==> src/sv/qare_pkg.sv <==
`timescale 1ns / 1ps
`default_nettype none

package qare_pkg;

  localparam int CountBits  = 16;
  localparam int QueueDepth = 2;

  localparam int DivDvdBits = 54;
  localparam int DivDsrBits = 32;
  localparam int DivQuoBits = 32;

  localparam int FullTurnQ8 = 92160;
  localparam int HalfTurnQ8 = 46080;
  localparam int UsPerS     = 1000000;

  localparam logic [15:0] TicksPerRevReset = 16'd2400;
  localparam logic [31:0] DegPerTickReset  = 32'd2516582;

  localparam logic CfgTicksPerRev   = 1'b0;
  localparam logic CfgDegreesPerTick = 1'b1;

  typedef enum logic [1:0] {
    ACT_SAMPLE  = 2'd0,
    ACT_MEASURE = 2'd1,
    ACT_CLEAR   = 2'd2
  } action_e;

  typedef struct packed {
    logic                  done;
    logic                  ovf;
    logic [DivQuoBits-1:0] quot;
    logic [DivDsrBits-1:0] rem;
  } div_res_t;

  // A ticks_per_rev of zero stands for a full 16-bit revolution.
  function automatic logic [16:0] modulus(input logic [15:0] tpr);
    return (tpr == 16'd0) ? 17'h10000 : {1'b0, tpr};
  endfunction

endpackage

`default_nettype wire

==> src/sv/qare_fifo.sv <==
`timescale 1ns / 1ps
`default_nettype none

module qare_fifo #(
  parameter int WIDTH = 8,
  parameter int DEPTH = qare_pkg::QueueDepth
) (
  input  logic             clk_i,
  input  logic             rst_ni,
  input  logic             push_i,
  input  logic [WIDTH-1:0] wdata_i,
  output logic             full_o,
  input  logic             pop_i,
  output logic [WIDTH-1:0] rdata_o,
  output logic             empty_o
);

  localparam int PtrW = (DEPTH > 1) ? $clog2(DEPTH) : 1;
  localparam int CntW = $clog2(DEPTH + 1);

  logic [WIDTH-1:0] mem_q [DEPTH];
  logic [PtrW-1:0]  wptr_q;
  logic [PtrW-1:0]  rptr_q;
  logic [CntW-1:0]  fill_q;
  logic             do_push;
  logic             do_pop;

  assign full_o  = (fill_q == CntW'(DEPTH));
  assign empty_o = (fill_q == '0);
  assign do_push = push_i && !full_o;
  assign do_pop  = pop_i && !empty_o;
  assign rdata_o = mem_q[rptr_q];

  always_ff @(posedge clk_i or negedge rst_ni) begin
    if (!rst_ni) begin
      wptr_q <= '0;
      rptr_q <= '0;
      fill_q <= '0;
    end else begin
      if (do_push) begin
        wptr_q <= (wptr_q == PtrW'(DEPTH - 1)) ? '0 : wptr_q + 1'b1;
      end
      if (do_pop) begin
        rptr_q <= (rptr_q == PtrW'(DEPTH - 1)) ? '0 : rptr_q + 1'b1;
      end
      if (do_push && !do_pop) begin
        fill_q <= fill_q + 1'b1;
      end else if (do_pop && !do_push) begin
        fill_q <= fill_q - 1'b1;
      end
    end
  end

  always_ff @(posedge clk_i) begin
    if (do_push) begin
      mem_q[wptr_q] <= wdata_i;
    end
  end

  a_no_pop_empty: assert property (@(posedge clk_i) disable iff (!rst_ni)
    pop_i |-> !empty_o)
    else $error("queue popped while empty");

  a_no_push_full: assert property (@(posedge clk_i) disable iff (!rst_ni)
    push_i |-> !full_o)
    else $error("queue pushed while full");

endmodule

`default_nettype wire

==> src/sv/qare_front.sv <==
`timescale 1ns / 1ps
`default_nettype none

module qare_front #(
  parameter int COUNT_BITS = qare_pkg::CountBits
) (
  input  logic                  clk_i,
  input  logic                  rst_ni,
  input  logic                  in_valid_i,
  output logic                  in_stall_o,
  input  logic [1:0]            action_i,
  input  logic                  pin_a_i,
  input  logic                  pin_b_i,
  input  logic [31:0]           elapsed_us_i,
  input  logic [15:0]           ticks_per_rev_i,
  input  logic                  full_i,
  output logic                  push_o,
  output logic                  entry_meas_o,
  output logic [COUNT_BITS-1:0] entry_count_o,
  output logic [31:0]           entry_elapsed_o
);

  localparam int NW = ((COUNT_BITS > 17) ? COUNT_BITS : 17) + 2;

  logic [COUNT_BITS-1:0] count_q, count_d;
  logic                  prev_a_q, prev_a_d;
  logic                  accept;
  logic [16:0]           m;
  logic signed [NW-1:0]  cnt_s, mod_s, step_s, wrap_s;

  assign accept     = in_valid_i && !full_i;
  assign in_stall_o = full_i;
  assign m          = qare_pkg::modulus(ticks_per_rev_i);

  always_comb begin
    cnt_s = $signed(NW'(count_q));
    mod_s = $signed(NW'(m));
    if (pin_a_i == pin_b_i) begin
      step_s = cnt_s + $signed(NW'(1));
    end else begin
      step_s = cnt_s - $signed(NW'(1));
    end
    if (step_s >= mod_s) begin
      wrap_s = step_s - mod_s;
    end else if (step_s < $signed(NW'(0))) begin
      wrap_s = step_s + mod_s;
    end else begin
      wrap_s = step_s;
    end
  end

  always_comb begin
    count_d  = count_q;
    prev_a_d = prev_a_q;
    if (accept) begin
      unique case (action_i)
        qare_pkg::ACT_SAMPLE: begin
          if (pin_a_i != prev_a_q) begin
            count_d = wrap_s[COUNT_BITS-1:0];
          end
          prev_a_d = pin_a_i;
        end
        qare_pkg::ACT_CLEAR: begin
          count_d = '0;
        end
        qare_pkg::ACT_MEASURE: begin
        end
        default: begin
        end
      endcase
    end
  end

  always_ff @(posedge clk_i or negedge rst_ni) begin
    if (!rst_ni) begin
      count_q  <= '0;
      prev_a_q <= 1'b0;
    end else begin
      count_q  <= count_d;
      prev_a_q <= prev_a_d;
    end
  end

  assign push_o          = accept;
  assign entry_meas_o    = (action_i == qare_pkg::ACT_MEASURE);
  assign entry_count_o   = count_d;
  assign entry_elapsed_o = elapsed_us_i;

endmodule

`default_nettype wire

==> src/sv/qare_div.sv <==
`timescale 1ns / 1ps
`default_nettype none

module qare_div (
  input  logic                            clk_i,
  input  logic                            rst_ni,
  input  logic                            start_i,
  input  logic [qare_pkg::DivDvdBits-1:0] dividend_i,
  input  logic [qare_pkg::DivDsrBits-1:0] divisor_i,
  output qare_pkg::div_res_t              res_o
);

  localparam int QW   = qare_pkg::DivQuoBits;
  localparam int DW   = qare_pkg::DivDsrBits;
  localparam int VW   = qare_pkg::DivDvdBits;
  localparam int StpW = $clog2(QW);

  logic            busy_q, done_q, ovf_q;
  logic [StpW-1:0] step_q;
  logic [DW-1:0]   rem_q, dsr_q;
  logic [QW-1:0]   quo_q;
  logic [DW+1:0]   trial;
  logic            fits;
  logic            too_big;

  assign trial   = {1'b0, rem_q, quo_q[QW-1]} - {2'b00, dsr_q};
  assign fits    = !trial[DW+1];
  // The quotient only fits its width when the upper dividend part is below the divisor.
  assign too_big = (DW'(dividend_i[VW-1:QW]) >= divisor_i);

  always_ff @(posedge clk_i or negedge rst_ni) begin
    if (!rst_ni) begin
      busy_q <= 1'b0;
      done_q <= 1'b0;
      ovf_q  <= 1'b0;
      step_q <= '0;
      rem_q  <= '0;
      dsr_q  <= '0;
      quo_q  <= '0;
    end else begin
      done_q <= 1'b0;
      if (start_i) begin
        dsr_q <= divisor_i;
        if (too_big) begin
          ovf_q  <= 1'b1;
          done_q <= 1'b1;
        end else begin
          ovf_q  <= 1'b0;
          rem_q  <= DW'(dividend_i[VW-1:QW]);
          quo_q  <= dividend_i[QW-1:0];
          step_q <= '1;
          busy_q <= 1'b1;
        end
      end else if (busy_q) begin
        if (fits) begin
          rem_q <= trial[DW-1:0];
        end else begin
          rem_q <= {rem_q[DW-2:0], quo_q[QW-1]};
        end
        quo_q <= {quo_q[QW-2:0], fits};
        if (step_q == '0) begin
          busy_q <= 1'b0;
          done_q <= 1'b1;
        end else begin
          step_q <= step_q - 1'b1;
        end
      end
    end
  end

  assign res_o = {done_q, ovf_q, quo_q, rem_q};

  a_start_idle: assert property (@(posedge clk_i) disable iff (!rst_ni)
    start_i |-> !busy_q && !done_q)
    else $error("divider started while a division was still open");

endmodule

`default_nettype wire

==> src/sv/qare_back.sv <==
`timescale 1ns / 1ps
`default_nettype none

module qare_back #(
  parameter int COUNT_BITS = qare_pkg::CountBits
) (
  input  logic                    clk_i,
  input  logic                    rst_ni,
  input  logic [15:0]             ticks_per_rev_i,
  input  logic [31:0]             degrees_per_tick_i,
  input  logic                    entry_empty_i,
  input  logic [COUNT_BITS+32:0]  entry_i,
  output logic                    pop_o,
  output logic                    out_valid_o,
  input  logic                    out_stall_i,
  output logic [15:0]             position_count_o,
  output logic signed [16:0]      folded_angle_o,
  output logic signed [31:0]      angular_rate_o,
  output logic signed [31:0]      angular_accel_o,
  output logic                    zero_time_flag_o
);

  localparam int ProdW = COUNT_BITS + 32;
  localparam int DvdW  = qare_pkg::DivDvdBits;
  localparam logic [31:0] AngMax = 32'h7fff_ffff;

  typedef enum logic [3:0] {
    ST_IDLE,
    ST_RED_GO,
    ST_RED_WAIT,
    ST_FOLD_GO,
    ST_FOLD_WAIT,
    ST_ANG,
    ST_SAT,
    ST_NUM,
    ST_RATE_GO,
    ST_RATE_WAIT,
    ST_ACC_NUM,
    ST_ACC_GO,
    ST_ACC_WAIT,
    ST_DONE
  } st_e;

  st_e                          state_q;
  logic [COUNT_BITS-1:0]        cnt_q;
  logic [31:0]                  dt_q;
  logic                         calc_q, flag_q, neg_q;
  logic [16:0]                  cred_q;
  logic signed [16:0]           fold_q;
  logic [ProdW-1:0]             prod_q;
  logic signed [31:0]           ang_q, prev_q, rate_q, accel_q, nrate_q;
  logic signed [DvdW-1:0]       num_q;
  logic                         out_valid_q, out_flag_q;
  logic [15:0]                  out_pos_q;
  logic signed [16:0]           out_fold_q;
  logic signed [31:0]           out_rate_q, out_accel_q;

  logic [16:0]                  m;
  logic [COUNT_BITS-1:0]        head_cnt;
  logic [31:0]                  head_dt;
  logic                         head_meas, head_big;
  logic [DvdW-1:0]              num_mag;
  logic signed [32:0]           ang_diff, rate_diff;
  logic [16:0]                  fold_a;
  logic signed [16:0]           fold_val;
  logic                         out_free;

  logic                         div_start;
  logic [DvdW-1:0]              div_dividend;
  logic [qare_pkg::DivDsrBits-1:0] div_divisor;
  qare_pkg::div_res_t           div_res;

  function automatic logic signed [31:0] sat_quot(input logic neg, input logic ovf,
                                                  input logic [31:0] q);
    logic signed [31:0] r;
    if (ovf) begin
      r = neg ? 32'sh8000_0000 : 32'sh7fff_ffff;
    end else if (!neg) begin
      r = q[31] ? 32'sh7fff_ffff : $signed(q);
    end else begin
      r = (q > 32'h8000_0000) ? 32'sh8000_0000 : $signed(-q);
    end
    return r;
  endfunction

  assign m         = qare_pkg::modulus(ticks_per_rev_i);
  assign head_cnt  = entry_i[COUNT_BITS-1:0];
  assign head_dt   = entry_i[COUNT_BITS+31:COUNT_BITS];
  assign head_meas = entry_i[COUNT_BITS+32];
  assign head_big  = (33'(head_cnt) >= 33'(m));
  assign pop_o     = (state_q == ST_IDLE) && !entry_empty_i;
  assign out_free  = !out_valid_q || !out_stall_i;

  assign num_mag   = num_q[DvdW-1] ? unsigned'(-num_q) : unsigned'(num_q);
  assign ang_diff  = 33'(ang_q) - 33'(prev_q);
  assign rate_diff = 33'(nrate_q) - 33'(rate_q);

  assign fold_a   = div_res.quot[16:0];
  assign fold_val = (fold_a >= 17'(qare_pkg::HalfTurnQ8))
                    ? $signed(fold_a - 17'(qare_pkg::FullTurnQ8)) : $signed(fold_a);

  always_comb begin
    div_start    = 1'b0;
    div_dividend = '0;
    div_divisor  = '0;
    unique case (state_q)
      ST_RED_GO: begin
        div_start    = 1'b1;
        div_dividend = DvdW'(cnt_q);
        div_divisor  = 32'(m);
      end
      ST_FOLD_GO: begin
        div_start    = 1'b1;
        div_dividend = DvdW'(cred_q) * DvdW'(qare_pkg::FullTurnQ8);
        div_divisor  = 32'(m);
      end
      ST_RATE_GO, ST_ACC_GO: begin
        div_start    = 1'b1;
        div_dividend = num_mag;
        div_divisor  = dt_q;
      end
      default: begin
      end
    endcase
  end

  qare_div u_div (
    .clk_i      (clk_i),
    .rst_ni     (rst_ni),
    .start_i    (div_start),
    .dividend_i (div_dividend),
    .divisor_i  (div_divisor),
    .res_o      (div_res)
  );

  always_ff @(posedge clk_i or negedge rst_ni) begin
    if (!rst_ni) begin
      state_q     <= ST_IDLE;
      cnt_q       <= '0;
      dt_q        <= '0;
      calc_q      <= 1'b0;
      flag_q      <= 1'b0;
      neg_q       <= 1'b0;
      cred_q      <= '0;
      fold_q      <= '0;
      prod_q      <= '0;
      ang_q       <= '0;
      prev_q      <= '0;
      rate_q      <= '0;
      accel_q     <= '0;
      nrate_q     <= '0;
      num_q       <= '0;
      out_valid_q <= 1'b0;
      out_flag_q  <= 1'b0;
      out_pos_q   <= '0;
      out_fold_q  <= '0;
      out_rate_q  <= '0;
      out_accel_q <= '0;
    end else begin
      if (!out_stall_i) begin
        out_valid_q <= 1'b0;
      end
      unique case (state_q)
        ST_IDLE: begin
          if (!entry_empty_i) begin
            cnt_q  <= head_cnt;
            dt_q   <= head_dt;
            calc_q <= head_meas && (head_dt != '0);
            flag_q <= head_meas && (head_dt == '0);
            if (head_big) begin
              state_q <= ST_RED_GO;
            end else begin
              cred_q  <= 17'(head_cnt);
              state_q <= ST_FOLD_GO;
            end
          end
        end
        ST_RED_GO: state_q <= ST_RED_WAIT;
        ST_RED_WAIT: begin
          if (div_res.done) begin
            cred_q  <= div_res.rem[16:0];
            state_q <= ST_FOLD_GO;
          end
        end
        ST_FOLD_GO: state_q <= ST_FOLD_WAIT;
        ST_FOLD_WAIT: begin
          if (div_res.done) begin
            fold_q  <= fold_val;
            state_q <= calc_q ? ST_ANG : ST_DONE;
          end
        end
        ST_ANG: begin
          prod_q  <= ProdW'(cnt_q) * ProdW'(degrees_per_tick_i);
          state_q <= ST_SAT;
        end
        ST_SAT: begin
          if (64'(prod_q[ProdW-1:16]) > 64'(AngMax)) begin
            ang_q <= $signed(AngMax);
          end else begin
            ang_q <= $signed(32'(prod_q[ProdW-1:16]));
          end
          state_q <= ST_NUM;
        end
        ST_NUM: begin
          num_q   <= DvdW'(ang_diff) * DvdW'(qare_pkg::UsPerS);
          state_q <= ST_RATE_GO;
        end
        ST_RATE_GO: begin
          neg_q   <= num_q[DvdW-1];
          state_q <= ST_RATE_WAIT;
        end
        ST_RATE_WAIT: begin
          if (div_res.done) begin
            nrate_q <= sat_quot(neg_q, div_res.ovf, div_res.quot);
            state_q <= ST_ACC_NUM;
          end
        end
        ST_ACC_NUM: begin
          num_q   <= DvdW'(rate_diff) * DvdW'(qare_pkg::UsPerS);
          state_q <= ST_ACC_GO;
        end
        ST_ACC_GO: begin
          neg_q   <= num_q[DvdW-1];
          state_q <= ST_ACC_WAIT;
        end
        ST_ACC_WAIT: begin
          if (div_res.done) begin
            accel_q <= sat_quot(neg_q, div_res.ovf, div_res.quot);
            rate_q  <= nrate_q;
            prev_q  <= ang_q;
            state_q <= ST_DONE;
          end
        end
        ST_DONE: begin
          if (out_free) begin
            out_valid_q <= 1'b1;
            out_pos_q   <= 16'(cnt_q);
            out_fold_q  <= fold_q;
            out_rate_q  <= rate_q;
            out_accel_q <= accel_q;
            out_flag_q  <= flag_q;
            state_q     <= ST_IDLE;
          end
        end
        default: state_q <= ST_IDLE;
      endcase
    end
  end

  assign out_valid_o      = out_valid_q;
  assign position_count_o = out_pos_q;
  assign folded_angle_o   = out_fold_q;
  assign angular_rate_o   = out_rate_q;
  assign angular_accel_o  = out_accel_q;
  assign zero_time_flag_o = out_flag_q;

  a_rate_at_accel: assert property (@(posedge clk_i) disable iff (!rst_ni)
    !$stable(rate_q) |-> $past(state_q) == ST_ACC_WAIT)
    else $error("rate changed outside the acceleration step");

  a_fold_range: assert property (@(posedge clk_i) disable iff (!rst_ni)
    (state_q == ST_FOLD_WAIT) && div_res.done
      |-> !div_res.ovf && (div_res.quot < 32'(qare_pkg::FullTurnQ8)))
    else $error("fold quotient beyond one turn");

endmodule

`default_nettype wire

==> src/sv/quadrature_angle_rate_estimator.sv <==
`timescale 1ns / 1ps
`default_nettype none

// Quadrature position, angle and rate estimator. The front end decodes each
// word in the cycle it is accepted. On a pin sample it steps the count on every
// change of channel A, and a clear word zeroes the count. It then queues the
// word for the back end; the queue holds two words. The back end works on one
// word at a time with a shared 32-step long divider. A pin sample, clear or
// unused word takes one division for the folded angle once it reaches the
// back end. A measure word with a non-zero elapsed time takes two more
// divisions by the elapsed time, for rate and acceleration. When the count
// lies at or above ticks_per_rev, a further division reduces it first. Input
// words are taken while the queue has room, and the finished result waits in
// an output register.
// Configuration writes are always ready. Write them only while the block is idle.
module quadrature_angle_rate_estimator #(
  parameter int COUNT_BITS = qare_pkg::CountBits
) (
  input  logic               clk_i,
  input  logic               rst_ni,
  input  logic               in_valid_i,
  output logic               in_stall_o,
  input  logic [1:0]         action_i,
  input  logic               pin_a_i,
  input  logic               pin_b_i,
  input  logic [31:0]        elapsed_us_i,
  output logic               out_valid_o,
  input  logic               out_stall_i,
  output logic [15:0]        position_count_o,
  output logic signed [16:0] folded_angle_o,
  output logic signed [31:0] angular_rate_o,
  output logic signed [31:0] angular_accel_o,
  output logic               zero_time_flag_o,
  input  logic               cfg_valid_i,
  output logic               cfg_ready_o,
  input  logic               cfg_index_i,
  input  logic [31:0]        cfg_data_i
);

  localparam int EntryW = COUNT_BITS + 33;

  logic [15:0]           tpr_q;
  logic [31:0]           dpt_q;
  logic                  push;
  logic                  full;
  logic                  pop;
  logic                  empty;
  logic                  entry_meas;
  logic [COUNT_BITS-1:0] entry_count;
  logic [31:0]           entry_elapsed;
  logic [EntryW-1:0]     wdata;
  logic [EntryW-1:0]     rdata;

  assign cfg_ready_o = 1'b1;

  always_ff @(posedge clk_i or negedge rst_ni) begin
    if (!rst_ni) begin
      tpr_q <= qare_pkg::TicksPerRevReset;
      dpt_q <= qare_pkg::DegPerTickReset;
    end else if (cfg_valid_i) begin
      unique case (cfg_index_i)
        qare_pkg::CfgTicksPerRev:    tpr_q <= cfg_data_i[15:0];
        qare_pkg::CfgDegreesPerTick: dpt_q <= cfg_data_i;
        default: begin
        end
      endcase
    end
  end

  qare_front #(
    .COUNT_BITS (COUNT_BITS)
  ) u_front (
    .clk_i           (clk_i),
    .rst_ni          (rst_ni),
    .in_valid_i      (in_valid_i),
    .in_stall_o      (in_stall_o),
    .action_i        (action_i),
    .pin_a_i         (pin_a_i),
    .pin_b_i         (pin_b_i),
    .elapsed_us_i    (elapsed_us_i),
    .ticks_per_rev_i (tpr_q),
    .full_i          (full),
    .push_o          (push),
    .entry_meas_o    (entry_meas),
    .entry_count_o   (entry_count),
    .entry_elapsed_o (entry_elapsed)
  );

  assign wdata = {entry_meas, entry_elapsed, entry_count};

  qare_fifo #(
    .WIDTH (EntryW),
    .DEPTH (qare_pkg::QueueDepth)
  ) u_fifo (
    .clk_i   (clk_i),
    .rst_ni  (rst_ni),
    .push_i  (push),
    .wdata_i (wdata),
    .full_o  (full),
    .pop_i   (pop),
    .rdata_o (rdata),
    .empty_o (empty)
  );

  qare_back #(
    .COUNT_BITS (COUNT_BITS)
  ) u_back (
    .clk_i              (clk_i),
    .rst_ni             (rst_ni),
    .ticks_per_rev_i    (tpr_q),
    .degrees_per_tick_i (dpt_q),
    .entry_empty_i      (empty),
    .entry_i            (rdata),
    .pop_o              (pop),
    .out_valid_o        (out_valid_o),
    .out_stall_i        (out_stall_i),
    .position_count_o   (position_count_o),
    .folded_angle_o     (folded_angle_o),
    .angular_rate_o     (angular_rate_o),
    .angular_accel_o    (angular_accel_o),
    .zero_time_flag_o   (zero_time_flag_o)
  );

endmodule

`default_nettype wire
==> config.mk <==
export PLATFORM = sky130hd
export DESIGN_NAME = quadrature_angle_rate_estimator
export DESIGN_NICKNAME = d
export VERILOG_FILES = /design/src/sv/qare_pkg.sv /design/src/sv/qare_fifo.sv /design/src/sv/qare_front.sv /design/src/sv/qare_div.sv /design/src/sv/qare_back.sv /design/src/sv/quadrature_angle_rate_estimator.sv
export SDC_FILE = /design/constraint.sdc
export NUM_CORES = 2
export LEC_CHECK = 0
export BUFFER_PORTS_ARGS = -buffer_cell sky130_fd_sc_hd__buf_4
export CORE_ASPECT_RATIO = 0.75
export CORE_MARGIN = 8
export CORE_UTILIZATION = 40
export CTS_CLUSTER_DIAMETER = 80
export DETAILED_ROUTE_END_ITERATION = 7
export SLEW_MARGIN = 40
export SYNTH_ARGS = -nofsm -noshare
export SYNTH_HDL_FRONTEND = slang
export SYNTH_HIERARCHICAL = 1
export SYNTH_SLANG_ARGS = --single-unit
==> constraint.sdc <==
create_clock -name clk_i -period 10.56 [get_ports clk_i]
set_input_delay 2.112 -clock clk_i [delete_from_list [all_inputs] [get_ports clk_i]]
set_output_delay 2.112 -clock clk_i [all_outputs]
set_load 0.02 [all_outputs]
==> metrics <==
run status=complete, no violations; main flop type after synthesis=dfrtp_1; Top Family by Delay on Critical Path=adder cells; Clk Latency, worst-skew pair=0.70 ns; Die Width=510 µm; CTS sink cnt=699; Slew headroom=31.4%; DP Wirelength=156,000 µm; Vias/cell=5.32; Setup CP Type=flip-flop to flip-flop; GR Overflow Total=0; first-pass GRT wire length=316,000 µm; critical path depth=34; max-slew violation count=0; I/O pin count=175; Async SR Flop Fraction=86.0%; share of layout cells above drive strength 1=9.51%; WL final=198,000 µm; final period utilization=82.9%; number of DRC markers in iteration 0=4,572; largest net degree at the start of global routing=154; Setup Skew=0.0262 ns; Unique masters post-synth=107; TNS Setup=0 ns; critical path's slowest cell=xnor2_1; ANT nets after route=0; most frequent cells in the layout=inv_1 (1,165), nand2_1 (1,011), fa_1 (740), ha_1 (739), dfrtp_1 (583); Crit. End Element=flip-flop; worst r2r path cells=34; Post-synth EDFFs=98; DRC=0; CP Data Arrival Time=9.32 ns; fin nets=9,273; final setup fails=0; Synth Area per Inst=9.38 µm²; worst-path maximum fanout=8; Area Overhead vs Synth=8.23%; Sequential Area=0.0180 mm²; CTS tree=built; Vias=54,300; Min Clock Period, post-route=8.75 ns; CTS Hold Bufs=0; postcts setup bufs=0; r2r setup slk=1.81 ns; antenna violations before repair=8; Worst Hold Class=flip-flop to flip-flop; Hold Vio Cnt, Final=0; # Max-Cap Violations=0; Std-Cell Rows=136; Worst EP required=11.13 ns; clk slew on worst S/H paths=0.06 ns; Worst Tran Pin Value=1.02 ns; sequential area share after synthesis=24.6%; PortBufs=173; crit start category=flip-flop; Vert. Die Dim=386 µm; root buf cell=clkbuf_16; Placer Congestion=0.914; H-tree lvl count=3; Starting Density=40.1%; worst hold path depth=2; die area=0.197 mm²; most common cell after layout, fill and taps aside=inv_1; post_cts resized=0; RSZ-0062 raised after global routing=no; Synth Register Bits=699; CP max stage delay=0.56 ns; total CTS buffers=77; filler instances=17,700; Post-Syn Area=0.0731 mm²; Crit path buffers/inverters=4; clock buffer depth=3; drt wl/cell=19.4 µm; core area=0.182 mm²; vias in the first global route=55,000; Synth Warn #=6; fmax=114 MHz; area of the multi-input gates=0.0490 mm²; DR pass1 iterations=6; post-synthesis instance total=7,794; most frequent cell on the critical path=fa_1; gr usage total=20.0%
==> cell usage after synthesis (all sizes together), types with 166 or more instances <==
master | count | area share (%)
nor2 | 334 | 1.7
fa | 740 | 20
xor2 | 171 | 2.1
mux2 | 258 | 4.3
xnor2 | 204 | 2.4
and2 | 166 | 1.4
a21oi | 348 | 2.4
inv | 1166 | 6.0
nand2 | 1017 | 5.2
dfrtp | 586 | 20
o21ai | 406 | 2.8
clkbuf | 296 | 1.6
ha | 739 | 13
==> cell families (layout without fill, tap and decap cells) <==
| kind of cell | Yosys count | after routing | synth area share (%) |
|---|---|---|---|
| AO/OA/AOI/OAI | 1369 | 1369 | 11.8 |
| XOR/XNOR | 375 | 375 | 4.50 |
| adder cells (fa/ha/maj) | 1480 | 1480 | 32.9 |
| buffers and inverters | 1552 | 1542 | 8.49 |
| flip-flops | 699 | 699 | 24.6 |
| multiplexers | 340 | 340 | 5.40 |
| other | 2 | 6 | 0.0103 |
| AND/OR/NAND/NOR | 1977 | 1977 | 12.2 |
==> worst paths after layout <==
| check | end | from |
|---|---|---|
| max | u_back/num_q[52] | u_back/rate_q[0] |
| min | u_back/dt_q[30] | u_back/dt_q[30] |
| max reg2reg | u_back/num_q[52] | u_back/rate_q[0] |
| min reg2reg | u_back/dt_q[30] | u_back/dt_q[30] |
| max in group asynchronous | u_front/count_q[12] | rst_ni |
| min in group asynchronous | u_back/angular_rate_o[28] | rst_ni |
==> layout make-up <==
cell class              instances  area share, %
diodes                          3        0.00948
clock buffers                  97           2.63
clock inverters                47          0.986
inverters                    1166           5.53
multi-input cells            5544           62.0
flip-flops and latches        699           22.7
well taps                    2415           3.82
repair buffers                232           2.33
==> registers in the layout (all words and copies together), names as in the netlist, 16 cells and up <==
register,cells
u_fifo/mem_q,98
u_back/num_q,48
dpt_q,32
u_back/accel_q,32
u_back/ang_q,32
u_back/angular_accel_o,32
u_back/angular_rate_o,32
u_back/dt_q,32
u_back/nrate_q,32
u_back/prev_q,32
u_back/prod_q,32
u_back/rate_q,32
u_back/u_div/dsr_q,32
u_back/u_div/quo_q,32
u_back/u_div/rem_q,32
u_back/cred_q,17
u_back/fold_q,17
u_back/folded_angle_o,17
tpr_q,16
u_back/cnt_q,16
u_back/position_count_o,16
u_front/count_q,16
==> stage by stage <==
step / utilization [%] / cell area (µm²) / hold WS, ns / worst slack (ns) / std cells
finish: 43.4 / 79200 / 0.470 / 1.81 / 10200
global route: 43.4 / 79200 / 0.495 / 1.24 / 10200
CTS: 43.4 / 79100 / 0.470 / 1.78 / 10200
detailed placement: 41.8 / 76200 / 0.456 / 1.82 / 10100
global placement: 41.7 / 76200 / 0.453 / 1.82 / 10100
floorplan: - / 73100 / 0.437 / 2.69 / 7795
==> routing by layer <==
layer	GRT usage [%]	share of wire (%)	wire (µm)	vias up
met2	28.7	41	80500	1646
met1	31.1	50	99400	26900
li1	-	-	-	25500
met3	4.09	7.3	14400	218
met5	0.347	0.055	109	-
met4	3.67	1.9	3720	4
==> worst min-delay path: stages (launching register included) <==
cell and delay [ns]:
dfrtp_1 0.33, nand2_1 0.05, nand2_1 0.05
Power is not shown: default switching activity piles up to over one toggle a cycle in this logic, so the estimate is an artifact.
